===== config.mk =====
export PLATFORM = sky130hd
export DESIGN_NAME = rgb565_pixel_compositor_core
export DESIGN_NICKNAME = d
export VERILOG_FILES = /design/src/rpc_pkg.sv /design/src/rpc_front.sv /design/src/rpc_queue.sv /design/src/rpc_back.sv /design/src/rgb565_pixel_compositor_core.sv
export VERILOG_INCLUDE_DIRS = /design/src /design/src/src
export SDC_FILE = /design/constraint.sdc
export NUM_CORES = 1
export LEC_CHECK = 0
export ABC_AREA = 1
export BUFFER_PORTS_ARGS = -buffer_cell sky130_fd_sc_hd__buf_2
export CAP_MARGIN = 10
export CORE_UTILIZATION = 40
export CTS_BUF_LIST = sky130_fd_sc_hd__clkbuf_8
export CTS_CLUSTER_DIAMETER = 150
export DETAILED_ROUTE_END_ITERATION = 8
export GPL_TIMING_DRIVEN = 0
export PLACE_DENSITY_LB_ADDON = 0.3
export SYNTH_ARGS = -nofsm -noshare
export SYNTH_HDL_FRONTEND = slang
export SYNTH_SLANG_ARGS = --single-unit

===== constraint.sdc =====
create_clock -name aclk -period 6 [get_ports aclk]
set_input_delay 0.3 -clock aclk [delete_from_list [all_inputs] [get_ports aclk]]
set_output_delay 0.3 -clock aclk [all_outputs]
set_load 0.02 [all_outputs]

===== src/rgb565_pixel_compositor_core_macros.svh =====
`ifndef RGB565_PIXEL_COMPOSITOR_CORE_MACROS_SVH
`define RGB565_PIXEL_COMPOSITOR_CORE_MACROS_SVH

// check a condition at every rising clock edge outside reset
`define RPC_ASSERT_ALWAYS(label, clk, rstn, cond, msg) \
    label: assert property (@(posedge clk) disable iff (!rstn) (cond)) else $error(msg);

// check a consequence in the same cycle
`define RPC_ASSERT_IMPLY(label, clk, rstn, ante, cons, msg) \
    label: assert property (@(posedge clk) disable iff (!rstn) (ante) |-> (cons)) \
        else $error(msg);

// check a consequence in the next cycle
`define RPC_ASSERT_NEXT(label, clk, rstn, ante, cons, msg) \
    label: assert property (@(posedge clk) disable iff (!rstn) (ante) |=> (cons)) \
        else $error(msg);

`endif


===== src/rpc_pkg.sv =====
package rpc_pkg;

    localparam int unsigned QUEUE_DEPTH = 2;
    localparam int unsigned CFG_INDEX_W = 3;
    localparam int unsigned CFG_DATA_W  = 24;

    localparam logic [2:0] CFG_BLEND_MODE   = 3'd0;
    localparam logic [2:0] CFG_KEY_ENABLE   = 3'd1;
    localparam logic [2:0] CFG_TINT_ENABLE  = 3'd2;
    localparam logic [2:0] CFG_SRC_ARGB4444 = 3'd3;
    localparam logic [2:0] CFG_COLOR_KEY    = 3'd4;
    localparam logic [2:0] CFG_CONST_ALPHA  = 3'd5;
    localparam logic [2:0] CFG_TINT_RGB     = 3'd6;

    localparam logic [2:0] MODE_COPY  = 3'd0;
    localparam logic [2:0] MODE_KEY   = 3'd1;
    localparam logic [2:0] MODE_CONST = 3'd2;
    localparam logic [2:0] MODE_ALPHA = 3'd3;
    localparam logic [2:0] MODE_ADD   = 3'd4;
    localparam logic [2:0] MODE_MUL   = 3'd5;

    localparam logic [7:0]  CONST_ALPHA_RST = 8'hFF;
    localparam logic [23:0] TINT_RGB_RST    = 24'hFFFFFF;

    typedef enum logic [2:0] {
        PATH_SKIP,
        PATH_COPY,
        PATH_MIX,
        PATH_ADD,
        PATH_MUL
    } rpc_path_t;

    typedef struct packed {
        rpc_path_t   path;
        logic [7:0]  alpha;
        logic [4:0]  src_r;
        logic [5:0]  src_g;
        logic [4:0]  src_b;
        logic [15:0] dst;
    } rpc_item_t;

    // round(t / (2^k - 1)) without a divider
    function automatic logic [16:0] rdiv(input logic [16:0] t, input int unsigned k);
        logic [16:0] m;
        m = t + (17'd1 << (k - 1));
        return (m + (m >> k)) >> k;
    endfunction

endpackage


===== src/rpc_front.sv =====
module rpc_front
    import rpc_pkg::*;
(
    input  logic                   aclk,
    input  logic                   aresetn,
    input  logic                   cfg_valid,
    output logic                   cfg_ready,
    input  logic [CFG_INDEX_W-1:0] cfg_index,
    input  logic [CFG_DATA_W-1:0]  cfg_data,
    input  logic                   s_valid,
    input  logic [15:0]            s_src_pixel,
    input  logic [15:0]            s_dst_pixel,
    output logic                   push_valid,
    output rpc_item_t              push_item
);

    logic [2:0]  blend_mode_reg;
    logic        key_enable_reg;
    logic        tint_enable_reg;
    logic        src_argb_reg;
    logic [15:0] color_key_reg;
    logic [7:0]  const_alpha_reg;
    logic [23:0] tint_rgb_reg;

    logic        argb_path;
    logic        key_hit;
    logic [3:0]  a4;
    logic [4:0]  raw_r;
    logic [5:0]  raw_g;
    logic [4:0]  raw_b;
    logic [13:0] tp_r;
    logic [13:0] tp_g;
    logic [13:0] tp_b;

    assign cfg_ready = 1'b1;

    always_ff @(posedge aclk) begin
        if (!aresetn) begin
            blend_mode_reg  <= MODE_COPY;
            key_enable_reg  <= 1'b0;
            tint_enable_reg <= 1'b0;
            src_argb_reg    <= 1'b0;
            color_key_reg   <= '0;
            const_alpha_reg <= CONST_ALPHA_RST;
            tint_rgb_reg    <= TINT_RGB_RST;
        end else if (cfg_valid && cfg_ready) begin
            case (cfg_index)
                CFG_BLEND_MODE:   blend_mode_reg  <= cfg_data[2:0];
                CFG_KEY_ENABLE:   key_enable_reg  <= cfg_data[0];
                CFG_TINT_ENABLE:  tint_enable_reg <= cfg_data[0];
                CFG_SRC_ARGB4444: src_argb_reg    <= cfg_data[0];
                CFG_COLOR_KEY:    color_key_reg   <= cfg_data[15:0];
                CFG_CONST_ALPHA:  const_alpha_reg <= cfg_data[7:0];
                CFG_TINT_RGB:     tint_rgb_reg    <= cfg_data[23:0];
                default: ;
            endcase
        end
    end

    always_comb begin
        argb_path = (blend_mode_reg == MODE_ALPHA) && src_argb_reg;
        key_hit   = ((blend_mode_reg == MODE_KEY) || key_enable_reg) &&
                    (s_src_pixel == color_key_reg);
        a4        = s_src_pixel[15:12];

        if (argb_path) begin
            raw_r = {s_src_pixel[11:8], s_src_pixel[11]};
            raw_g = {s_src_pixel[7:4], s_src_pixel[7:6]};
            raw_b = {s_src_pixel[3:0], s_src_pixel[3]};
        end else begin
            raw_r = s_src_pixel[15:11];
            raw_g = s_src_pixel[10:5];
            raw_b = s_src_pixel[4:0];
        end

        tp_r = 14'(raw_r) * 14'(tint_rgb_reg[23:16]);
        tp_g = 14'(raw_g) * 14'(tint_rgb_reg[15:8]);
        tp_b = 14'(raw_b) * 14'(tint_rgb_reg[7:0]);

        push_item.dst = s_dst_pixel;
        if (tint_enable_reg) begin
            push_item.src_r = 5'(rdiv(17'(tp_r), 8));
            push_item.src_g = 6'(rdiv(17'(tp_g), 8));
            push_item.src_b = 5'(rdiv(17'(tp_b), 8));
        end else begin
            push_item.src_r = raw_r;
            push_item.src_g = raw_g;
            push_item.src_b = raw_b;
        end

        if (argb_path) begin
            push_item.alpha = {a4, a4};
            push_item.path  = (a4 == 4'd0) ? PATH_SKIP : PATH_MIX;
        end else begin
            push_item.alpha = const_alpha_reg;
            if (key_hit) begin
                push_item.path = PATH_SKIP;
            end else begin
                case (blend_mode_reg)
                    MODE_CONST: push_item.path = PATH_MIX;
                    MODE_ADD:   push_item.path = PATH_ADD;
                    MODE_MUL:   push_item.path = PATH_MUL;
                    default:    push_item.path = PATH_COPY;
                endcase
            end
        end
    end

    assign push_valid = s_valid;

endmodule


===== src/rpc_queue.sv =====
`include "rgb565_pixel_compositor_core_macros.svh"

module rpc_queue
    import rpc_pkg::*;
#(
    parameter int unsigned DEPTH = QUEUE_DEPTH
) (
    input  logic      aclk,
    input  logic      aresetn,
    input  logic      push_valid,
    output logic      push_ready,
    input  rpc_item_t push_item,
    output logic      pop_valid,
    input  logic      pop_ready,
    output rpc_item_t pop_item
);

    localparam int unsigned PTR_W = $clog2(DEPTH);
    localparam int unsigned CNT_W = $clog2(DEPTH + 1);

    rpc_item_t        entry_reg [DEPTH];
    logic [PTR_W-1:0] wr_ptr_reg;
    logic [PTR_W-1:0] wr_ptr_next;
    logic [PTR_W-1:0] rd_ptr_reg;
    logic [PTR_W-1:0] rd_ptr_next;
    logic [CNT_W-1:0] count_reg;
    logic [CNT_W-1:0] count_next;
    logic             push_fire;
    logic             pop_fire;

    assign push_ready = (count_reg != CNT_W'(DEPTH));
    assign pop_valid  = (count_reg != '0);
    assign pop_item   = entry_reg[rd_ptr_reg];
    assign push_fire  = push_valid && push_ready;
    assign pop_fire   = pop_valid && pop_ready;

    always_comb begin
        wr_ptr_next = wr_ptr_reg;
        rd_ptr_next = rd_ptr_reg;
        count_next  = count_reg;
        if (push_fire) begin
            wr_ptr_next = (wr_ptr_reg == PTR_W'(DEPTH - 1)) ? '0 : wr_ptr_reg + 1'b1;
        end
        if (pop_fire) begin
            rd_ptr_next = (rd_ptr_reg == PTR_W'(DEPTH - 1)) ? '0 : rd_ptr_reg + 1'b1;
        end
        if (push_fire && !pop_fire) begin
            count_next = count_reg + 1'b1;
        end else if (pop_fire && !push_fire) begin
            count_next = count_reg - 1'b1;
        end
    end

    always_ff @(posedge aclk) begin
        if (!aresetn) begin
            wr_ptr_reg <= '0;
            rd_ptr_reg <= '0;
            count_reg  <= '0;
        end else begin
            wr_ptr_reg <= wr_ptr_next;
            rd_ptr_reg <= rd_ptr_next;
            count_reg  <= count_next;
        end
    end

    always_ff @(posedge aclk) begin
        if (push_fire) begin
            entry_reg[wr_ptr_reg] <= push_item;
        end
    end

    `RPC_ASSERT_ALWAYS(a_count_range, aclk, aresetn, count_reg <= CNT_W'(DEPTH), "queue count overflow")
    `RPC_ASSERT_IMPLY(a_empty_ptrs, aclk, aresetn, count_reg == '0, rd_ptr_reg == wr_ptr_reg, "empty queue with unequal pointers")
    `RPC_ASSERT_NEXT(a_push_count, aclk, aresetn, push_fire && !pop_fire, count_reg == $past(count_reg) + 1'b1, "push did not raise count")

endmodule


===== src/rpc_back.sv =====
`include "rgb565_pixel_compositor_core_macros.svh"

module rpc_back
    import rpc_pkg::*;
(
    input  logic        aclk,
    input  logic        aresetn,
    input  logic        pop_valid,
    output logic        pop_ready,
    input  rpc_item_t   pop_item,
    output logic        m_valid,
    input  logic        m_ready,
    output logic [15:0] m_out_pixel,
    output logic        m_write_enable
);

    typedef struct packed {
        rpc_path_t   path;
        logic [4:0]  src_r;
        logic [5:0]  src_g;
        logic [4:0]  src_b;
        logic [4:0]  dst_r;
        logic [5:0]  dst_g;
        logic [4:0]  dst_b;
        logic [13:0] pa_r;
        logic [13:0] pa_g;
        logic [13:0] pa_b;
        logic [13:0] pb_r;
        logic [13:0] pb_g;
        logic [13:0] pb_b;
    } rpc_prod_t;

    logic        b1_valid_reg;
    logic        b1_valid_next;
    rpc_prod_t   b1_reg;
    rpc_prod_t   b1_next;
    logic        m_valid_reg;
    logic        m_valid_next;
    logic [15:0] m_pixel_reg;
    logic [15:0] m_pixel_next;
    logic        m_we_reg;
    logic        m_we_next;
    logic        b1_ready;
    logic        b2_ready;
    logic [7:0]  wa_r;
    logic [7:0]  wa_g;
    logic [7:0]  wa_b;
    logic [7:0]  inv_alpha;
    logic [5:0]  sum_r;
    logic [6:0]  sum_g;
    logic [5:0]  sum_b;
    logic [4:0]  res_r;
    logic [5:0]  res_g;
    logic [4:0]  res_b;

    assign b2_ready  = !m_valid_reg || m_ready;
    assign b1_ready  = !b1_valid_reg || b2_ready;
    assign pop_ready = b1_ready;

    always_comb begin
        b1_next.path  = pop_item.path;
        b1_next.src_r = pop_item.src_r;
        b1_next.src_g = pop_item.src_g;
        b1_next.src_b = pop_item.src_b;
        b1_next.dst_r = pop_item.dst[15:11];
        b1_next.dst_g = pop_item.dst[10:5];
        b1_next.dst_b = pop_item.dst[4:0];

        if (pop_item.path == PATH_MUL) begin
            wa_r = 8'(pop_item.dst[15:11]);
            wa_g = 8'(pop_item.dst[10:5]);
            wa_b = 8'(pop_item.dst[4:0]);
        end else begin
            wa_r = pop_item.alpha;
            wa_g = pop_item.alpha;
            wa_b = pop_item.alpha;
        end
        inv_alpha = 8'd255 - pop_item.alpha;

        b1_next.pa_r = 14'(pop_item.src_r) * 14'(wa_r);
        b1_next.pa_g = 14'(pop_item.src_g) * 14'(wa_g);
        b1_next.pa_b = 14'(pop_item.src_b) * 14'(wa_b);
        b1_next.pb_r = 14'(pop_item.dst[15:11]) * 14'(inv_alpha);
        b1_next.pb_g = 14'(pop_item.dst[10:5]) * 14'(inv_alpha);
        b1_next.pb_b = 14'(pop_item.dst[4:0]) * 14'(inv_alpha);

        b1_valid_next = b1_ready ? pop_valid : b1_valid_reg;
    end

    always_comb begin
        sum_r = 6'(b1_reg.src_r) + 6'(b1_reg.dst_r);
        sum_g = 7'(b1_reg.src_g) + 7'(b1_reg.dst_g);
        sum_b = 6'(b1_reg.src_b) + 6'(b1_reg.dst_b);
        m_we_next = 1'b1;
        case (b1_reg.path)
            PATH_MIX: begin
                res_r = 5'(rdiv(17'(b1_reg.pa_r) + 17'(b1_reg.pb_r), 8));
                res_g = 6'(rdiv(17'(b1_reg.pa_g) + 17'(b1_reg.pb_g), 8));
                res_b = 5'(rdiv(17'(b1_reg.pa_b) + 17'(b1_reg.pb_b), 8));
            end
            PATH_MUL: begin
                res_r = 5'(rdiv(17'(b1_reg.pa_r), 5));
                res_g = 6'(rdiv(17'(b1_reg.pa_g), 6));
                res_b = 5'(rdiv(17'(b1_reg.pa_b), 5));
            end
            PATH_ADD: begin
                res_r = sum_r[5] ? 5'h1F : sum_r[4:0];
                res_g = sum_g[6] ? 6'h3F : sum_g[5:0];
                res_b = sum_b[5] ? 5'h1F : sum_b[4:0];
            end
            PATH_COPY: begin
                res_r = b1_reg.src_r;
                res_g = b1_reg.src_g;
                res_b = b1_reg.src_b;
            end
            default: begin
                res_r     = '0;
                res_g     = '0;
                res_b     = '0;
                m_we_next = 1'b0;
            end
        endcase
        m_pixel_next = {res_r, res_g, res_b};
        m_valid_next = b2_ready ? b1_valid_reg : m_valid_reg;
    end

    always_ff @(posedge aclk) begin
        if (!aresetn) begin
            b1_valid_reg <= 1'b0;
            m_valid_reg  <= 1'b0;
        end else begin
            b1_valid_reg <= b1_valid_next;
            m_valid_reg  <= m_valid_next;
        end
    end

    always_ff @(posedge aclk) begin
        if (b1_ready && pop_valid) begin
            b1_reg <= b1_next;
        end
        if (b2_ready && b1_valid_reg) begin
            m_pixel_reg <= m_pixel_next;
            m_we_reg    <= m_we_next;
        end
    end

    assign m_valid        = m_valid_reg;
    assign m_out_pixel    = m_pixel_reg;
    assign m_write_enable = m_we_reg;

    `RPC_ASSERT_IMPLY(a_skip_zero, aclk, aresetn, m_valid_reg && !m_we_reg, m_pixel_reg == '0, "skipped write carries nonzero pixel")
    `RPC_ASSERT_NEXT(a_b1_hold, aclk, aresetn, b1_valid_reg && !b2_ready, b1_valid_reg && $stable(b1_reg), "product stage lost data under stall")
    `RPC_ASSERT_NEXT(a_b1_load, aclk, aresetn, pop_valid && pop_ready, b1_valid_reg, "popped item not captured")

endmodule


===== src/rgb565_pixel_compositor_core.sv =====
// channel   ports                                        direction
// cfg       cfg_valid/cfg_ready, cfg_index, cfg_data     in
// source    s_valid/s_ready, s_src_pixel, s_dst_pixel    in
// result    m_valid/m_ready, m_out_pixel, m_write_enable out
//
// One pixel per clock sustained while m_ready stays high; a result passes, after its source is accepted,
// through the queue entry, the product register and the output register.
// The back end is the per-channel multiply stage followed by the rounding/pack stage.
// aresetn (synchronous) restores register defaults and empties queue and pipeline.
// m_ready low fills the back stages and then the queue; s_ready drops when the queue is full.
// Configuration writes are taken every cycle.
module rgb565_pixel_compositor_core
    import rpc_pkg::*;
#(
    parameter int unsigned QDEPTH = QUEUE_DEPTH
) (
    input  logic                   aclk,
    input  logic                   aresetn,
    input  logic                   cfg_valid,
    output logic                   cfg_ready,
    input  logic [CFG_INDEX_W-1:0] cfg_index,
    input  logic [CFG_DATA_W-1:0]  cfg_data,
    input  logic                   s_valid,
    output logic                   s_ready,
    input  logic [15:0]            s_src_pixel,
    input  logic [15:0]            s_dst_pixel,
    output logic                   m_valid,
    input  logic                   m_ready,
    output logic [15:0]            m_out_pixel,
    output logic                   m_write_enable
);

    logic      push_valid;
    logic      push_ready;
    rpc_item_t push_item;
    logic      pop_valid;
    logic      pop_ready;
    rpc_item_t pop_item;

    assign s_ready = push_ready;

    rpc_front u_front (
        .aclk        (aclk),
        .aresetn     (aresetn),
        .cfg_valid   (cfg_valid),
        .cfg_ready   (cfg_ready),
        .cfg_index   (cfg_index),
        .cfg_data    (cfg_data),
        .s_valid     (s_valid),
        .s_src_pixel (s_src_pixel),
        .s_dst_pixel (s_dst_pixel),
        .push_valid  (push_valid),
        .push_item   (push_item)
    );

    rpc_queue #(
        .DEPTH (QDEPTH)
    ) u_queue (
        .aclk       (aclk),
        .aresetn    (aresetn),
        .push_valid (push_valid),
        .push_ready (push_ready),
        .push_item  (push_item),
        .pop_valid  (pop_valid),
        .pop_ready  (pop_ready),
        .pop_item   (pop_item)
    );

    rpc_back u_back (
        .aclk           (aclk),
        .aresetn        (aresetn),
        .pop_valid      (pop_valid),
        .pop_ready      (pop_ready),
        .pop_item       (pop_item),
        .m_valid        (m_valid),
        .m_ready        (m_ready),
        .m_out_pixel    (m_out_pixel),
        .m_write_enable (m_write_enable)
    );

endmodule


==> out/results.ini, run 1 <==
[route]
ant_nets=0
firstDrtPassIters=5
drt_iter0_drc=1281
wl_per_cell_um=15.2
avgViaCountPerCell=4.93
routed_wl_mm=70.1
via_count=22700
remaining_drc_errors=0

[logic_synthesis]
synthTopCellsByArea=edfxtp_1 (23%), ha_1 (17%), fa_1 (14%)
ys_seq_elements=279
yosysSeqAreaShare=0.277
synth_area_per_cell_um2=8.18
ys_warn_count=0
synthCells=3432
synth_edf_count=218
netlist_area_mm2=0.0281
synth_ff_type=edfxtp_1
synth_top_area_frac=0.233
synth_fp_nets=4061
async_reset_ff_frac=0
yosysTopAreaCell=edfxtp_1
synth_cell_type_count=58

[worst_hold_path]
whs_path_depth=5
hp-class=in -> reg
hold_start=cfg_valid

[setup_path]
cp-end-kind=flip-flop
critPathArrivalTime_ns=6.11
crit_path_start=u_front.src_argb_reg
crit_slowest_cell=fa_1
cpPeakStageDelay_ns=0.54
cp_max_fo=10
required_ns=6.38
r2r_start=u_front.src_argb_reg
worstRegToRegCells=30
critPathLaunchType=flip-flop
path_class=reg -> reg

[clock_network]
clk_latency_ns=0.65
numCtsBuffers=53
clock-root-buffer=clkbuf_8
cts_sinks=279
tritoncts=yes
cts.path.max_buffers=3
cts_htree_levels=2
clk_pin_slew_ns=0.06

[timing]
relSlewSlack=0.286
hold_violations=0
post-route-min-period_ns=5.73
report.final.slew_viol_count=0
tightest_slew_ns=1.06
tns_ns=0
fin_skew_ns=0.0313
max_freq_mhz=175
final-setup-viol-count=0
period_share=0.954

[grt]
met2_usage=0.344
grt_pass1_vias=22300
gr-total-overflow=0
antenna_found_initial=3
grt_max_degree=65
met3_usage=0.0304
global_route.usage.met1=0.264
grt_pass1_wl_mm=114
grt.busiest_layer=met2
grt_usage=0.202

[floorplanning]
design.die.area_mm2=0.0712
io_pins=84
num_rows=96
start_util=0.406
core_area_mm2=0.0691
fp.dieW_um=267
die_h_um=267

[placement]
routabilityCongestion=0.943
dp_hpwl_mm=57.3
io_buffers=80

[cells_and_area]
drive_gt1_frac=0.0905
fillCellCount=6905
largest_reg_flops=115
syn_to_final_growth_pct=13.2
multi_input_area_mm2=0.0180
finalNetCount=4267
final-seq-area_mm2=0.00777

[outcome]
status=completed

[flow_run]
maxCapViolCount=0

-- cells in the mapped netlist, drive strengths merged, types with 2 or more instances --
cell	n
nand2	743
inv	627
nor2	378
ha	374
edfxtp	218
fa	191
o21ai	171
a21oi	165
nand3	155
xor2	92
dfxtp	61
xnor2	35
o211ai	27
nand4	26
clkbuf	25
or2	24
nor3	19
buf	16
o21bai	14
a22oi	9
clkinv	7
nand3b	7
o2111ai	7
a211oi	6
a31oi	5
a21boi	4
a21o	4
o21a	4
and3	3
nor4	3
a221oi	2
nor3b	2
-- area by class of cell --
class	count	share of cell area
clock inverters	40	0.00893
well taps	931	0.0366
repair buffers	151	0.0346
plain buffers	41	0.00771
diodes	2	0.000157
clock buffers	56	0.0242
flip-flops and latches	279	0.244
inverters	634	0.0755
multi-input cells	2478	0.568
-- cell families (layout without fill, tap and decap cells) --
kind of cell    count (synthesis)  in the layout  synth area share
fa+ha+maj                     565            565             0.303
other cells                     1              3          0.000134
flops                         279            279             0.277
compound gates                422            422            0.0860
mux                             1              1          0.000401
buf+inv                       675            922            0.0923
simple gates                 1362           1362             0.200
xor+xnor                      127            127            0.0420
-- critical path, delay by kind of cell (launching register included) --
kind | cells | cell delay (ns)
simple gates | 17 | 1.71
fa+ha+maj | 6 | 2.56
compound gates | 2 | 0.30
flops | 1 | 0.33
xor+xnor | 1 | 0.16
buf+inv | 4 | 0.40
-- what timing repair did --
item | in CTS | in global routing
gates cloned | 0 | 0
hold buffers | 45 | 0
hold endpoints to repair | 82 | 0
pin swaps | 1 | 27
resized for setup | 31 | 73
endpoints found under the setup margin | 30 | 32
buffers inserted | 4 | 18
-- routing by layer --
| metal | up-vias | wire length [µm] |
|---|---|---|
| met5 | - | 13 |
| met2 | 487 | 32900 |
| li1 | 11500 | - |
| met1 | 10600 | 31800 |
| met3 | 106 | 3570 |
| met4 | 2 | 1830 |
-- final timing paths --
check                                  end  slack [ns]
setup / recovery  u_queue.entry_reg[0][23]        0.27
hold / removal      u_front.key_enable_reg         0.1
setup reg to reg  u_queue.entry_reg[0][23]        0.27
hold reg to reg                  flip-flop        0.44
-- metrics by stage --
step                utilization  instance area [µm²]  worst slack [ns]  hold WS [ns]  instances
finish                    0.460                31800             0.274        0.0977       4612
global route              0.460                31800           -0.0812        0.0839       4611
detailed placement        0.431                29700            -0.862         0.442       4447
floorplan                     -                28100             0.371         0.399       3432
CTS                       0.454                31400            0.0106        0.0445       4592
global placement          0.429                29600            -0.789         0.437       4443
-- placed cells by master (no fill, tap or decap), drive strengths merged, types with 19 or more instances in the layout --
| cell type | synthesis | routed |
|---|---|---|
| xor2 | 92 | 92 |
| nand4 | 26 | 26 |
| dlygate4sd3 | 0 | 45 |
| or2 | 24 | 24 |
| clkbuf | 25 | 81 |
| a21oi | 165 | 165 |
| inv | 627 | 644 |
| nand3 | 155 | 155 |
| o21ai | 171 | 171 |
| nand2 | 743 | 743 |
| nor3 | 19 | 19 |
| nor2 | 378 | 378 |
| clkinv | 7 | 22 |
| buf | 16 | 122 |
| ha | 374 | 374 |
| edfxtp | 218 | 218 |
| xnor2 | 35 | 35 |
| dfxtp | 61 | 61 |
| o211ai | 27 | 27 |
| fa | 191 | 191 |
Power of run 1 is not shown: default switching activity piles up to over one toggle a cycle in this logic, so the estimate is an artifact.
==> inputs of run 2 (changes only) <==
--- a/config.mk
+++ b/config.mk
@@ -15,6 +15,7 @@
 export DETAILED_ROUTE_END_ITERATION = 8
 export GPL_TIMING_DRIVEN = 0
 export PLACE_DENSITY_LB_ADDON = 0.3
+export RECOVER_POWER = 50
 export SYNTH_ARGS = -nofsm -noshare
 export SYNTH_HDL_FRONTEND = slang
 export SYNTH_SLANG_ARGS = --single-unit
==> out/results.ini, run 2 (same netlist as run 1, synthesis figures left out) <==
[outcome]
status=completed

[setup_path]
worstRegToRegCells=30  ; unchanged
required_ns=6.38  ; about the same
crit_slowest_cell=fa_1
crit_path_start=u_front.src_argb_reg
r2r_start=u_front.src_argb_reg
path_class=reg -> reg
cp_max_fo=10  ; unchanged
r2r_setup_slack_ns=0.27  ; about the same
cp-end-kind=flip-flop
r2r_end=u_queue.entry_reg[0][23]
critPathLaunchType=flip-flop
critPathArrivalTime_ns=6.11  ; about the same
cpPeakStageDelay_ns=0.54  ; about the same
crit_end=u_queue.entry_reg[0][23]

[clock_network]
tritoncts=yes
clk_pin_slew_ns=0.06  ; about the same
clk_latency_ns=0.65  ; about the same
cts_sinks=279  ; unchanged
cts.path.max_buffers=3  ; unchanged
numCtsBuffers=53  ; unchanged
cts_htree_levels=2  ; unchanged
clock-root-buffer=clkbuf_8

[worst_hold_path]
hp-class=in -> reg
hold_start=cfg_valid

[timing]
fin_skew_ns=0.0307  ; -0.000649 ns
relSlewSlack=0.283  ; -0.00272
tightest_slew_ns=1.06  ; +0.00404 ns
hold_violations=0  ; unchanged
report.final.slew_viol_count=0  ; unchanged
post-route-min-period_ns=5.73  ; -0.000759 ns
setup_slack_ns=0.275  ; +0.000759 ns
tns_ns=0  ; unchanged
period_share=0.954  ; about the same
max_freq_mhz=175  ; about the same
final-setup-viol-count=0  ; unchanged

[route]
firstDrtPassIters=6  ; +1
routed_wl_mm=70.1  ; about the same
ant_nets=0  ; unchanged
wl_per_cell_um=15.2  ; about the same
via_count=22700  ; -0.084%
avgViaCountPerCell=4.92  ; about the same
remaining_drc_errors=0  ; unchanged
drt_iter0_drc=1257  ; -1.9%

[grt]
grt_pass1_wl_mm=114  ; unchanged
grt_max_degree=65  ; unchanged
grt_pass1_vias=22300  ; unchanged
gr-total-overflow=0  ; unchanged
grt_usage=0.202  ; unchanged
antenna_found_initial=3  ; unchanged

[cells_and_area]
finalNetCount=4267  ; unchanged
drive_gt1_frac=0.0864  ; -0.00408
largest_reg_flops=115  ; unchanged
utilization=0.460  ; about the same
layout_commonest_cell=nand2_1
fillCellCount=6914  ; +0.13%
final_cell_mix=nand2_1 (728), inv_1 (621), ha_1 (367), nor2_1 (366), edfxtp_1 (218)
syn_to_final_growth_pct=13.2  ; about the same
final_area_mm2=0.0318  ; about the same

[placement]
routabilityCongestion=0.943  ; unchanged
dp_hpwl_mm=57.3  ; unchanged
io_buffers=80  ; unchanged
place_area_mm2=0.0297  ; unchanged
dp_slack_ns=-0.862  ; unchanged

[floorplanning]
num_rows=96  ; unchanged
core_area_mm2=0.0691  ; unchanged
fp.dieW_um=267  ; unchanged
die_h_um=267  ; unchanged
design.die.area_mm2=0.0712  ; unchanged
io_pins=84  ; unchanged
start_util=0.406  ; unchanged

[flow_run]
maxCapViolCount=0  ; unchanged

## run 2: cell count changes in the layout (fill, tap and decap cells not counted)
| cell | before | now |
|---|---|---|
| mux2_2 | 1 | 0 |
| a21oi_1 | 153 | 154 |
| buf_2 | 85 | 72 |
| mux2_1 | 0 | 1 |
| clkbuf_1 | 24 | 37 |
| a21oi_2 | 10 | 9 |
## run 2: worst min path at each step
stage	end	depth (start not counted)
2_1_floorplan	u_queue.entry_reg[0][0]	0
3_3_place_gp	u_queue.rd_ptr_reg	1
3_5_place_dp	flip-flop	1
4_1_cts	u_front.key_enable_reg	5
5_1_grt	u_front.key_enable_reg	5
6_report	u_front.key_enable_reg	5
## run 2: per-stage QoR
step / cells / hold slack, ns
after global placement: 4443 / 0.437
after floorplan: 3432 / 0.399
final: 4612 / 0.0956
after detailed placement: 4447 / 0.442
after CTS: 4592 / 0.0445
after global routing: 4611 / 0.0839
## run 2: final cells by class
cell class              count  area [µm²]  area share
multi-input cells        2478       18000       0.568
flip-flops and latches    279        7770       0.245
inverters                 634        2400      0.0756
well taps                 931        1160      0.0367
repair buffers            151        1080      0.0341
clock buffers              56         771      0.0243
clock inverters            40         284     0.00894
plain buffers              41         245     0.00772
diodes                      2        5.00    0.000158
## run 2: timing repair
action | 4_1_cts | 5_1_grt
setup endpoints to repair | 30 | 32
buffers inserted | 4 | 18
hold endpoints to repair | 82 | 0
pin swaps | 1 | 27
hold buffers | 45 | 0
resized for setup | 31 | 73
## run 2: critical path: cells and delay by family (launching register included)
family                   cells  cell delay (ns)
adder cells (fa/ha/maj)      6             2.56
AND/OR/NAND/NOR             17             1.71
buffers and inverters        4             0.39
flip-flops                   1             0.33
AO/OA/AOI/OAI                2             0.30
XOR/XNOR                     1             0.16
## run 2: layer usage
metal,vias to the layer above,part of all wire,GRT usage
met2,496,0.47,0.344
li1,11500,-,-
met1,10600,0.45,0.264
met3,106,0.052,0.0304
met4,2,0.026,0.0595
met5,-,0.00019,0
Power of run 2 is left out for the same reason.
